--- src/sv/gtg_pkg.sv ---
// Shared types, constants and the microcode ROM for the go-to-goal drive block.
// Used by gtg_seq, gtg_dpath and the top level; depends on nothing else.

package gtg_pkg;

  // Register indexes on the configuration port
  localparam logic [2:0] REG_GOAL_X         = 3'd0;
  localparam logic [2:0] REG_GOAL_Y         = 3'd1;
  localparam logic [2:0] REG_STOP_DISTANCE  = 3'd2;
  localparam logic [2:0] REG_ANGLE_DEADBAND = 3'd3;
  localparam logic [2:0] REG_OBSTACLE_RANGE = 3'd4;

  // Reset values of the registers
  localparam logic signed [15:0] GOAL_X_RST         = 16'sd5965;
  localparam logic signed [15:0] GOAL_Y_RST         = -16'sd9728;
  localparam logic [15:0]        STOP_DISTANCE_RST  = 16'd102;
  localparam logic [14:0]        ANGLE_DEADBAND_RST = 15'd819;
  localparam logic [15:0]        OBSTACLE_RANGE_RST = 16'd77;

  // Request kinds
  localparam logic [1:0] REQ_POSE  = 2'd0;
  localparam logic [1:0] REQ_RANGE = 2'd1;
  localparam logic [1:0] REQ_TICK  = 2'd2;

  // Arithmetic constants
  localparam logic signed [19:0] HALF_PI_Q16 = 20'sd102944;
  localparam logic signed [19:0] Z_ROUND     = 20'sd8;
  // floor(n / 10) = (n * 209716) >> 21, exact for n < 2^18
  localparam logic signed [18:0] RECIP_TEN   = 19'sd209716;

  // Iteration counter
  localparam int CNT_W       = 5;
  localparam int ROOT_STEPS  = 17;
  localparam int CORD_STEPS  = 16;
  localparam logic [CNT_W-1:0] ROOT_LAST = CNT_W'(ROOT_STEPS - 1);
  localparam logic [CNT_W-1:0] CORD_LAST = CNT_W'(CORD_STEPS - 1);

  // Microprogram step addresses
  localparam int PC_W = 4;
  localparam logic [PC_W-1:0] S_IDLE  = 4'd0;
  localparam logic [PC_W-1:0] S_DIFF  = 4'd1;
  localparam logic [PC_W-1:0] S_SQX   = 4'd2;
  localparam logic [PC_W-1:0] S_SQY   = 4'd3;
  localparam logic [PC_W-1:0] S_SUM   = 4'd4;
  localparam logic [PC_W-1:0] S_ROOT  = 4'd5;
  localparam logic [PC_W-1:0] S_RECIP = 4'd6;
  localparam logic [PC_W-1:0] S_LIN   = 4'd7;
  localparam logic [PC_W-1:0] S_CINIT = 4'd8;
  localparam logic [PC_W-1:0] S_CITER = 4'd9;
  localparam logic [PC_W-1:0] S_CDONE = 4'd10;
  localparam logic [PC_W-1:0] S_ZHEAD = 4'd11;
  localparam logic [PC_W-1:0] S_ANG   = 4'd12;
  localparam logic [PC_W-1:0] S_FINAL = 4'd13;

  typedef enum logic [3:0] {
    OP_IDLE,
    OP_DIFF,
    OP_SQX,
    OP_SQY,
    OP_SUM,
    OP_ROOT,
    OP_RECIP,
    OP_LIN,
    OP_CINIT,
    OP_CITER,
    OP_CDONE,
    OP_ZHEAD,
    OP_ANG,
    OP_FINAL
  } op_t;

  typedef enum logic [3:0] {
    C_NONE,
    C_ALWAYS,
    C_NOT_TICK,
    C_POS_ZERO,
    C_LATCHED,
    C_ZERO_VEC,
    C_ROOT_MORE,
    C_CORD_MORE,
    C_OUT_BUSY
  } cond_t;

  // One microcode word: datapath operation, jump condition and target,
  // and a flag that sends a fall-through back to idle.
  typedef struct packed {
    op_t             op;
    cond_t           cond;
    logic [PC_W-1:0] target;
    logic            done;
  } ctl_t;

  typedef struct packed {
    logic pos_zero;
    logic zero_vec;
    logic latched;
  } dp_stat_t;

  typedef struct packed {
    logic     tick_in;
    logic     out_busy;
    dp_stat_t dp;
  } seq_stat_t;

  function automatic ctl_t gtg_rom(input logic [PC_W-1:0] pc);
    ctl_t w;
    case (pc)
      S_IDLE:  w = '{OP_IDLE,  C_NOT_TICK,  S_IDLE,  1'b0};
      S_DIFF:  w = '{OP_DIFF,  C_POS_ZERO,  S_FINAL, 1'b0};
      S_SQX:   w = '{OP_SQX,   C_NONE,      S_IDLE,  1'b0};
      S_SQY:   w = '{OP_SQY,   C_NONE,      S_IDLE,  1'b0};
      S_SUM:   w = '{OP_SUM,   C_NONE,      S_IDLE,  1'b0};
      S_ROOT:  w = '{OP_ROOT,  C_ROOT_MORE, S_ROOT,  1'b0};
      S_RECIP: w = '{OP_RECIP, C_NONE,      S_IDLE,  1'b0};
      S_LIN:   w = '{OP_LIN,   C_LATCHED,   S_ANG,   1'b0};
      S_CINIT: w = '{OP_CINIT, C_ZERO_VEC,  S_ZHEAD, 1'b0};
      S_CITER: w = '{OP_CITER, C_CORD_MORE, S_CITER, 1'b0};
      S_CDONE: w = '{OP_CDONE, C_ALWAYS,    S_ANG,   1'b0};
      S_ZHEAD: w = '{OP_ZHEAD, C_NONE,      S_IDLE,  1'b0};
      S_ANG:   w = '{OP_ANG,   C_NONE,      S_IDLE,  1'b0};
      S_FINAL: w = '{OP_FINAL, C_OUT_BUSY,  S_FINAL, 1'b1};
      default: w = '{OP_IDLE,  C_ALWAYS,    S_IDLE,  1'b0};
    endcase
    return w;
  endfunction

  // atan(2^-i) in Q.16, rounded
  function automatic logic [15:0] atan_q16(input logic [3:0] i);
    logic [15:0] v;
    case (i)
      4'd0:    v = 16'd51472;
      4'd1:    v = 16'd30386;
      4'd2:    v = 16'd16055;
      4'd3:    v = 16'd8150;
      4'd4:    v = 16'd4091;
      4'd5:    v = 16'd2047;
      4'd6:    v = 16'd1024;
      4'd7:    v = 16'd512;
      4'd8:    v = 16'd256;
      4'd9:    v = 16'd128;
      4'd10:   v = 16'd64;
      4'd11:   v = 16'd32;
      4'd12:   v = 16'd16;
      4'd13:   v = 16'd8;
      4'd14:   v = 16'd4;
      4'd15:   v = 16'd2;
      default: v = 16'd0;
    endcase
    return v;
  endfunction

endpackage

--- src/sv/gtg_seq.sv ---
// Microcode sequencer: step counter, iteration counter and jump logic.
// Reads the control ROM from gtg_pkg.

module gtg_seq import gtg_pkg::*; (
  input  logic             clk,
  input  logic             rst_n,
  input  seq_stat_t        stat,
  output ctl_t             ctl,
  output logic [CNT_W-1:0] cnt
);

  logic [PC_W-1:0]  pc_r, pc_nxt;
  logic [CNT_W-1:0] cnt_r, cnt_nxt;
  logic             take;

  assign ctl = gtg_rom(pc_r);
  assign cnt = cnt_r;

  always_comb begin
    case (ctl.cond)
      C_NONE:      take = 1'b0;
      C_ALWAYS:    take = 1'b1;
      C_NOT_TICK:  take = !stat.tick_in;
      C_POS_ZERO:  take = stat.dp.pos_zero;
      C_LATCHED:   take = stat.dp.latched;
      C_ZERO_VEC:  take = stat.dp.zero_vec;
      C_ROOT_MORE: take = (cnt_r != ROOT_LAST);
      C_CORD_MORE: take = (cnt_r != CORD_LAST);
      C_OUT_BUSY:  take = stat.out_busy;
      default:     take = 1'b0;
    endcase

    if (take) begin
      pc_nxt = ctl.target;
    end else if (ctl.done) begin
      pc_nxt = S_IDLE;
    end else begin
      pc_nxt = pc_r + 1'b1;
    end

    // count only inside the loop steps, clear everywhere else
    if (ctl.op == OP_ROOT || ctl.op == OP_CITER) begin
      cnt_nxt = cnt_r + 1'b1;
    end else begin
      cnt_nxt = '0;
    end
  end

  always_ff @(posedge clk) begin
    if (!rst_n) begin
      pc_r  <= S_IDLE;
      cnt_r <= '0;
    end else begin
      pc_r  <= pc_nxt;
      cnt_r <= cnt_nxt;
    end
  end

endmodule

--- src/sv/gtg_dpath.sv ---
// Datapath driven by the microcode word: multiplier, bit-serial square root,
// CORDIC vectoring and the command registers. Depends on gtg_pkg.

module gtg_dpath import gtg_pkg::*; (
  input  logic               clk,
  input  logic               rst_n,
  input  ctl_t               ctl,
  input  logic [CNT_W-1:0]   cnt,
  input  logic signed [15:0] goal_x,
  input  logic signed [15:0] goal_y,
  input  logic [15:0]        stop_distance,
  input  logic [14:0]        angle_deadband,
  input  logic signed [15:0] held_x,
  input  logic signed [15:0] held_y,
  input  logic signed [15:0] held_heading,
  input  logic               scan_close_flag,
  output dp_stat_t           stat,
  output logic [13:0]        linear_command,
  output logic signed [15:0] angular_command
);

  // payload registers
  logic signed [16:0] dx_r, dy_r;
  logic signed [37:0] prod_r;
  logic [33:0]        acc_r;
  logic [17:0]        rem_r;
  logic [16:0]        root_r;
  logic signed [33:0] x_r, y_r;
  logic signed [19:0] z_r;

  // architectural state
  logic signed [15:0] gh_r, gh_nxt;
  logic               latched_r;
  logic [13:0]        lin_r, lin_nxt;
  logic signed [15:0] ang_r, ang_nxt;

  logic signed [18:0] mul_a, mul_b;
  logic signed [37:0] prod_nxt;
  logic [19:0]        rem_sh, trial;
  logic               fits;
  logic signed [17:0] dx18, dy18, px, py;
  logic signed [19:0] pz, at, zr;
  logic [3:0]         sh;
  logic signed [33:0] xs, ys;
  logic               y_pos;
  logic signed [16:0] ang17;
  logic [16:0]        mag;

  assign stat.pos_zero = (held_x == 16'sd0) || (held_y == 16'sd0);
  assign stat.zero_vec = (dx_r == 17'sd0) && (dy_r == 17'sd0);
  assign stat.latched  = latched_r;

  assign linear_command  = lin_r;
  assign angular_command = ang_r;

  always_comb begin
    // multiplier operands
    case (ctl.op)
      OP_SQX: begin
        mul_a = {{2{dx_r[16]}}, dx_r};
        mul_b = mul_a;
      end
      OP_SQY: begin
        mul_a = {{2{dy_r[16]}}, dy_r};
        mul_b = mul_a;
      end
      default: begin
        mul_a = {2'b00, root_r};
        mul_b = RECIP_TEN;
      end
    endcase
    prod_nxt = mul_a * mul_b;

    // one root bit per step, two radicand bits in
    rem_sh = {rem_r, acc_r[33:32]};
    trial  = {1'b0, root_r, 2'b01};
    fits   = (rem_sh >= trial);

    // quarter turn when dx is negative
    dx18 = {dx_r[16], dx_r};
    dy18 = {dy_r[16], dy_r};
    if (dx_r[16]) begin
      if (!dy_r[16]) begin
        px = dy18;
        py = -dx18;
        pz = HALF_PI_Q16;
      end else begin
        px = -dy18;
        py = dx18;
        pz = -HALF_PI_Q16;
      end
    end else begin
      px = dx18;
      py = dy18;
      pz = 20'sd0;
    end

    sh    = cnt[3:0];
    xs    = x_r >>> sh;
    ys    = y_r >>> sh;
    at    = signed'({4'b0000, atan_q16(sh)});
    y_pos = (y_r > 34'sd0);

    zr = z_r + Z_ROUND;

    ang17 = {gh_r[15], gh_r} - {held_heading[15], held_heading};
    mag   = ang17[16] ? 17'(-ang17) : 17'(ang17);

    gh_nxt  = gh_r;
    lin_nxt = lin_r;
    ang_nxt = ang_r;
    case (ctl.op)
      OP_LIN: begin
        lin_nxt = (root_r < {1'b0, stop_distance}) ? 14'd0 : prod_r[34:21];
      end
      OP_CDONE: gh_nxt = zr[19:4];
      OP_ZHEAD: gh_nxt = 16'sd0;
      OP_ANG: begin
        ang_nxt = (mag < {2'b00, angle_deadband}) ? 16'sd0 : ang17[15:0];
      end
      OP_FINAL: begin
        if (scan_close_flag) begin
          lin_nxt = 14'd0;
          ang_nxt = 16'sd0;
        end
      end
      default: ;
    endcase
  end

  always_ff @(posedge clk) begin
    case (ctl.op)
      OP_DIFF: begin
        dx_r <= {goal_x[15], goal_x} - {held_x[15], held_x};
        dy_r <= {goal_y[15], goal_y} - {held_y[15], held_y};
      end
      OP_SQX:   prod_r <= prod_nxt;
      OP_SQY: begin
        acc_r  <= prod_r[33:0];
        prod_r <= prod_nxt;
      end
      OP_SUM: begin
        acc_r  <= acc_r + prod_r[33:0];
        rem_r  <= '0;
        root_r <= '0;
      end
      OP_ROOT: begin
        acc_r <= {acc_r[31:0], 2'b00};
        if (fits) begin
          rem_r  <= 18'(rem_sh - trial);
          root_r <= {root_r[15:0], 1'b1};
        end else begin
          rem_r  <= rem_sh[17:0];
          root_r <= {root_r[15:0], 1'b0};
        end
      end
      OP_RECIP: prod_r <= prod_nxt;
      OP_CINIT: begin
        x_r <= {{2{px[17]}}, px, 14'd0};
        y_r <= {{2{py[17]}}, py, 14'd0};
        z_r <= pz;
      end
      OP_CITER: begin
        if (y_pos) begin
          x_r <= x_r + ys;
          y_r <= y_r - xs;
          z_r <= z_r + at;
        end else begin
          x_r <= x_r - ys;
          y_r <= y_r + xs;
          z_r <= z_r - at;
        end
      end
      default: ;
    endcase
  end

  always_ff @(posedge clk) begin
    if (!rst_n) begin
      gh_r      <= '0;
      latched_r <= 1'b0;
      lin_r     <= '0;
      ang_r     <= '0;
    end else begin
      gh_r  <= gh_nxt;
      lin_r <= lin_nxt;
      ang_r <= ang_nxt;
      if (ctl.op == OP_CDONE || ctl.op == OP_ZHEAD) begin
        latched_r <= 1'b1;
      end
    end
  end

endmodule

--- src/sv/go_to_goal_drive_with_obstacle_stop_top.sv ---
// Channel   Dir  Handshake             Payload
// in_       in   tvalid/tready         tuser=req_type, tdata=pose/range, tlast=last_in_scan
// out_      out  tvalid/tready         tdata=linear/angular/obstacle_stop
// cfg_      in   we, no back-pressure  addr=register index, wdata
//
// Pose and range items complete at accept. A control tick runs the microprogram:
// difference, squares, sum, the 17-step root loop, reciprocal and linear command;
// on the tick that latches the goal heading, the 16-step CORDIC loop unless the
// goal vector is zero; then the angular command. A zero x or y pose skips to output.
// Reset is synchronous; no clearing pass. A tick's last step holds while the
// output register is full and not being taken; input waits until then.

module go_to_goal_drive_with_obstacle_stop_top import gtg_pkg::*; (
  input  logic        clk,
  input  logic        rst_n,
  input  logic        in_tvalid,
  output logic        in_tready,
  input  logic [63:0] in_tdata,   // pose_x[15:0], pose_y[31:16], pose_heading[46:32],
                                  // range_value[62:47], zero[63]
  input  logic [1:0]  in_tuser,   // req_type[1:0]
  input  logic        in_tlast,   // last_in_scan
  output logic        out_tvalid,
  input  logic        out_tready,
  output logic [31:0] out_tdata,  // linear_speed[13:0], angular_speed[29:14],
                                  // obstacle_stop[30], zero[31]
  input  logic        cfg_we,
  input  logic [2:0]  cfg_addr,
  input  logic [15:0] cfg_wdata
);

  logic signed [15:0] goal_x_r, goal_y_r;
  logic [15:0]        stop_distance_r, obstacle_range_r;
  logic [14:0]        angle_deadband_r;

  logic signed [15:0] held_x_r, held_y_r, held_heading_r;
  logic               pending_r, flag_r, pending_nxt;

  logic               out_tvalid_r;
  logic [31:0]        out_tdata_r, out_tdata_nxt;

  ctl_t               ctl;
  logic [CNT_W-1:0]   cnt;
  dp_stat_t           dp_stat;
  seq_stat_t          seq_stat;
  logic [13:0]        lin_cmd;
  logic signed [15:0] ang_cmd;

  logic               in_acc, out_busy, out_load;
  logic [14:0]        in_heading;
  logic [15:0]        in_range;

  assign in_tready  = (ctl.op == OP_IDLE);
  assign in_acc     = in_tvalid && in_tready;
  assign in_heading = in_tdata[46:32];
  assign in_range   = in_tdata[62:47];

  assign out_busy = out_tvalid_r && !out_tready;
  assign out_load = (ctl.op == OP_FINAL) && !out_busy;

  assign seq_stat.tick_in  = in_acc && (in_tuser == REQ_TICK);
  assign seq_stat.out_busy = out_busy;
  assign seq_stat.dp       = dp_stat;

  assign out_tvalid = out_tvalid_r;
  assign out_tdata  = out_tdata_r;

  gtg_seq u_seq (
    .clk   (clk),
    .rst_n (rst_n),
    .stat  (seq_stat),
    .ctl   (ctl),
    .cnt   (cnt)
  );

  gtg_dpath u_dpath (
    .clk             (clk),
    .rst_n           (rst_n),
    .ctl             (ctl),
    .cnt             (cnt),
    .goal_x          (goal_x_r),
    .goal_y          (goal_y_r),
    .stop_distance   (stop_distance_r),
    .angle_deadband  (angle_deadband_r),
    .held_x          (held_x_r),
    .held_y          (held_y_r),
    .held_heading    (held_heading_r),
    .scan_close_flag (flag_r),
    .stat            (dp_stat),
    .linear_command  (lin_cmd),
    .angular_command (ang_cmd)
  );

  always_comb begin
    pending_nxt = pending_r || (in_range <= obstacle_range_r);
    if (flag_r) begin
      out_tdata_nxt = {1'b0, 1'b1, 16'd0, 14'd0};
    end else begin
      out_tdata_nxt = {1'b0, 1'b0, ang_cmd, lin_cmd};
    end
  end

  // configuration registers
  always_ff @(posedge clk) begin
    if (!rst_n) begin
      goal_x_r         <= GOAL_X_RST;
      goal_y_r         <= GOAL_Y_RST;
      stop_distance_r  <= STOP_DISTANCE_RST;
      angle_deadband_r <= ANGLE_DEADBAND_RST;
      obstacle_range_r <= OBSTACLE_RANGE_RST;
    end else if (cfg_we) begin
      case (cfg_addr)
        REG_GOAL_X:         goal_x_r         <= cfg_wdata;
        REG_GOAL_Y:         goal_y_r         <= cfg_wdata;
        REG_STOP_DISTANCE:  stop_distance_r  <= cfg_wdata;
        REG_ANGLE_DEADBAND: angle_deadband_r <= cfg_wdata[14:0];
        REG_OBSTACLE_RANGE: obstacle_range_r <= cfg_wdata;
        default: ;
      endcase
    end
  end

  // pose and scan items complete at accept
  always_ff @(posedge clk) begin
    if (!rst_n) begin
      held_x_r       <= '0;
      held_y_r       <= '0;
      held_heading_r <= '0;
      pending_r      <= 1'b0;
      flag_r         <= 1'b0;
    end else if (in_acc) begin
      case (in_tuser)
        REQ_POSE: begin
          held_x_r       <= in_tdata[15:0];
          held_y_r       <= in_tdata[31:16];
          held_heading_r <= {in_heading[14], in_heading};
        end
        REQ_RANGE: begin
          if (in_tlast) begin
            flag_r    <= pending_nxt;
            pending_r <= 1'b0;
          end else begin
            pending_r <= pending_nxt;
          end
        end
        default: ;
      endcase
    end
  end

  // output register
  always_ff @(posedge clk) begin
    if (!rst_n) begin
      out_tvalid_r <= 1'b0;
    end else if (out_load) begin
      out_tvalid_r <= 1'b1;
    end else if (out_tready) begin
      out_tvalid_r <= 1'b0;
    end
  end

  always_ff @(posedge clk) begin
    if (out_load) begin
      out_tdata_r <= out_tdata_nxt;
    end
  end

endmodule

--- config.mk ---
export PLATFORM = sky130hd
export DESIGN_NAME = go_to_goal_drive_with_obstacle_stop_top
export DESIGN_NICKNAME = d
export VERILOG_FILES = /design/src/sv/gtg_pkg.sv /design/src/sv/gtg_seq.sv /design/src/sv/gtg_dpath.sv /design/src/sv/go_to_goal_drive_with_obstacle_stop_top.sv
export SDC_FILE = /design/constraint.sdc
export NUM_CORES = 2
export LEC_CHECK = 0
export BUFFER_PORTS_ARGS = -buffer_cell sky130_fd_sc_hd__buf_2
export CELL_PAD_IN_SITES_DETAIL_PLACEMENT = 0
export CELL_PAD_IN_SITES_GLOBAL_PLACEMENT = 1
export CORE_MARGIN = 1
export CORE_UTILIZATION = 35
export DETAILED_ROUTE_END_ITERATION = 7
export PLACE_DENSITY_LB_ADDON = 0.1
export SYNTH_ARGS = -nofsm -noshare
export SYNTH_HDL_FRONTEND = slang
export SYNTH_SLANG_ARGS = --single-unit
export TNS_END_PERCENT = 10
--- constraint.sdc ---
create_clock -name clk -period 10.5 [get_ports clk]
set_clock_uncertainty 0.2 [all_clocks]
set_input_delay 2.625 -clock clk [delete_from_list [all_inputs] [get_ports clk]]
set_output_delay 2.625 -clock clk [all_outputs]
set_load 0.02 [all_outputs]
==> impl_summary.log <==
[metrics] Post-synth top flop: edfxtp_1
[metrics] timing-limited maximum frequency: 107 MHz
[metrics] Critical Path RT: ~11 ns
[metrics] number of cell rows: between 100 and 150
[metrics] maximum cell stage delay along the critical path: just over 0.8 ns
[metrics] All-Layer GR Usage: 0.225
[metrics] post-synthesis register bit count: 470
[metrics] global-route wire length before repair: about 230000 um
[metrics] top area cells in the synthesized netlist: edfxtp_1 (16%), fa_1 (15%), ha_1 (9.4%), dfxtp_1 (9.1%), nand2_1 (5.4%)
[metrics] cell at the root of the clock tree: clkbuf_16
[metrics] number of buffers added on ports: 122
[metrics] CP startpoint kind: flip-flop
[metrics] number of instances in the synthesized netlist: 5292
[metrics] post-detailed-route wirelength per cell: between 20 and 25 um
[metrics] maximum number of pins on one net before global-route repair: a little over 90
[metrics] mean post-synth cell area: between 8 and 9 sq um
[metrics] CTS tree: yes
[metrics] setup repair after global routing missed its margin: false
[metrics] count of max-cap constraint violations: 0
[metrics] core box area: approximately 130000 sq um
[metrics] share of post-route cells with drive strength above 1: 0.0963
[metrics] type of the tightest min-delay check: reg2reg
[metrics] CP Max Fanout: 28
[metrics] DPL Wire Length: roughly 120000 um
[metrics] Iteration-0 DRC Markers: roughly 2.8k
[metrics] wire length after detailed routing: ~150000 um
[metrics] count of final hold-check violations: 0
[metrics] Post-synth EDFFs: approximately 260
[metrics] Stages on worst setup path: 27
[metrics] Synth top area share: 0.164
[metrics] clk slew on worst S/H paths: 0.06 ns
[metrics] maximum count of clock buffers along a single path: 3
[metrics] I/O Pins: ~130
[metrics] critical path buffer and inverter count: 6
[metrics] via count: 38.2k
[metrics] path type of the worst setup path: reg2reg
[metrics] ranking of synthesized cells by instance count: nand2_1 (676), inv_1 (641), a21oi_1 (376)
[metrics] highest-delay cell along the critical path: o21ai_1
[metrics] area added between synthesis and finish: 10.5%
[metrics] Arrival @ worst endpoint: approximately 9.6 ns
[metrics] critical path's top delay family: adder cells
[metrics] result of the run: finished clean
[metrics] TritonCTS Buffers: 67
[metrics] post-route ant nets: 0
[metrics] number of global-route vias before repair: 38.2k
[metrics] minimum clock period after layout: approximately 9.4 ns
[metrics] Starting Density: 0.352
[metrics] portion of the post-synthesis area used by sequential elements: 0.255
[metrics] distinct cell type count after synthesis: 120
[metrics] total number of nets in the final design: between 6k and 7k
[metrics] Multi-input gate area: 31600 sq um
[metrics] width of the die: around 370 um
[metrics] Syn Std Cell Area: approximately 47000 sq um
[metrics] final-report max-slew violation count: 0
[metrics] Setup TNS Final: 0 ns
[metrics] buffers inserted during post-CTS setup optimization: 0
[metrics] largest area contributor in the synthesized netlist: edfxtp_1
[metrics] endpoint type of the worst setup path: flip-flop
[metrics] most frequent cell after synthesis: nand2_1
[metrics] fill cell total of the finished layout: roughly 14k
[metrics] GRT Residual Overflow: 0
[metrics] share of flip-flops with an asynchronous set or reset: 0
[metrics] Min-Delay Path Depth: 2
[metrics] PostCTS Resize Cnt: 0
[metrics] final clock period utilization by the worst path: 0.894
[metrics] number of endpoints failing setup at the final stage: 0
[metrics] clk_lat worst skew: between 0.6 and 0.7 ns
[metrics] H-tree depth: 3
[metrics] total of warnings raised by yosys: 0
[metrics] global placer's final weighted congestion: around 0.86
[metrics] Worst Reg2Reg Path Length in Cells: 27
[metrics] number of antenna violations at the first check in global routing: 4
[metrics] CP dominant cell by count: fa_1
[metrics] mean number of vias per cell: 5.31
[metrics] DRT Pass-1 Iters: 5
[metrics] Die Area: 136000 sq um
[metrics] sequential cell area: ~12000 sq um
[metrics] headroom to the max-slew limit: 0.200
[metrics] chip height: about 370 um
[metrics] CTS Sinks: 470
[metrics] hold-fix buffer count after cts: 0
[metrics] total DRC errors in the routed layout: 0
[metrics] net count of the mapped netlist: between 6k and 7k
[metrics] Worst Max-Slew Pin Slew: between 1 and 1.5 ns
==> flip-flops by register name, summed over array words and instances, names as in the netlist, 15 cells and up <==
register	cells
u_dpath.angular_command	16
u_dpath.dy_r	17
angle_deadband_r	15
u_dpath.acc_r	34
obstacle_range_r	16
held_heading_r	15
held_x_r	16
u_dpath.root_r	17
u_dpath.rem_r	18
u_dpath.at	16
u_dpath.gh_r	16
u_dpath.prod_r	35
stop_distance_r	16
u_dpath.x_r	34
u_dpath.y_r	34
out_tdata	31
u_dpath.dx_r	17
u_dpath.z_r	20
held_y_r	16
goal_x_r	16
goal_y_r	16
==> worst min-delay path: stages, from the launching register on <==
cell	delay [ns]
dfxtp_1	0.31
nand2_1	0.05
o31ai_1	0.05
==> cell usage in the layout (no fill, tap or decap), drive strengths merged, types with 69 or more instances in the layout <==
master	instances
fa	344
xnor2	193
ha	353
edfxtp	257
nor3	83
nand2	676
a21o	83
clkbuf	94
nand3	101
mux2i	81
a21oi	377
buf	214
xor2	113
inv	647
nor2b	69
dfxtp	213
nor2	373
o21ai	273
==> final timing paths <==
check,start,to,slack [ns]
worst min-delay path,u_dpath.angular_command[0]$_SDFFE_PN0P_,u_dpath.angular_command[0]$_SDFFE_PN0P_,0.25
worst max register to register,u_seq.ctl[10]$_DFF_P_,u_dpath.prod_r[34]$_DFFE_PP_,1.12
worst min register to register,u_dpath.angular_command[0]$_SDFFE_PN0P_,u_dpath.angular_command[0]$_SDFFE_PN0P_,0.25
worst max-delay path,u_seq.ctl[10]$_DFF_P_,u_dpath.prod_r[34]$_DFFE_PP_,1.12
==> logic make-up (layout without fill, tap and decap cells) <==
family / Yosys count / after routing / share of synthesized area
other: 1 / 3 / 0.0000799
AO/OA/AOI/OAI: 1180 / 1180 / 0.159
flip-flops: 470 / 470 / 0.255
AND/OR/NAND/NOR: 1585 / 1585 / 0.154
buffers and inverters: 860 / 987 / 0.0740
XOR/XNOR: 306 / 306 / 0.0573
multiplexers: 192 / 192 / 0.0595
adder cells (fa/ha/maj): 698 / 698 / 0.241
==> through the flow <==
step                      setup slack (ns)  instances  hold WS [ns]  area, sq um  utilization
final                                 1.12       7189         0.245        51900        0.389
after global routing                 0.560       7187         0.268        51900        0.389
after CTS                             1.10       7187         0.247        51900        0.389
after detailed placement              1.13       7067         0.234        49600        0.372
after global placement                1.13       7067         0.229        49600        0.372
after floorplan                       2.06       5292         0.217        46900            -
==> per-layer routing <==
layer / share of wire / vias to the layer above / GRT usage / wire length [um]
met5: 0.00018 / - / 0 / 27
met4: 0.022 / 4 / 0.0530 / 3310
met3: 0.044 / 185 / 0.0299 / 6680
met2: 0.45 / 791 / 0.358 / 68700
met1: 0.48 / 18800 / 0.320 / 73300
li1: - / 18400 / - / -
==> cell type report <==
| class | count | area share |
|---|---|---|
| diodes | 2 | 0.0000965 |
| clock buffers | 94 | 0.0375 |
| clock inverters | 26 | 0.00668 |
| inverters | 653 | 0.0473 |
| multi-input cells | 3962 | 0.609 |
| flip-flops and latches | 470 | 0.231 |
| well taps | 1768 | 0.0427 |
| repair buffers | 214 | 0.0253 |
Power is not shown: default switching activity piles up to over one toggle a cycle in this logic, so the estimate is an artifact.
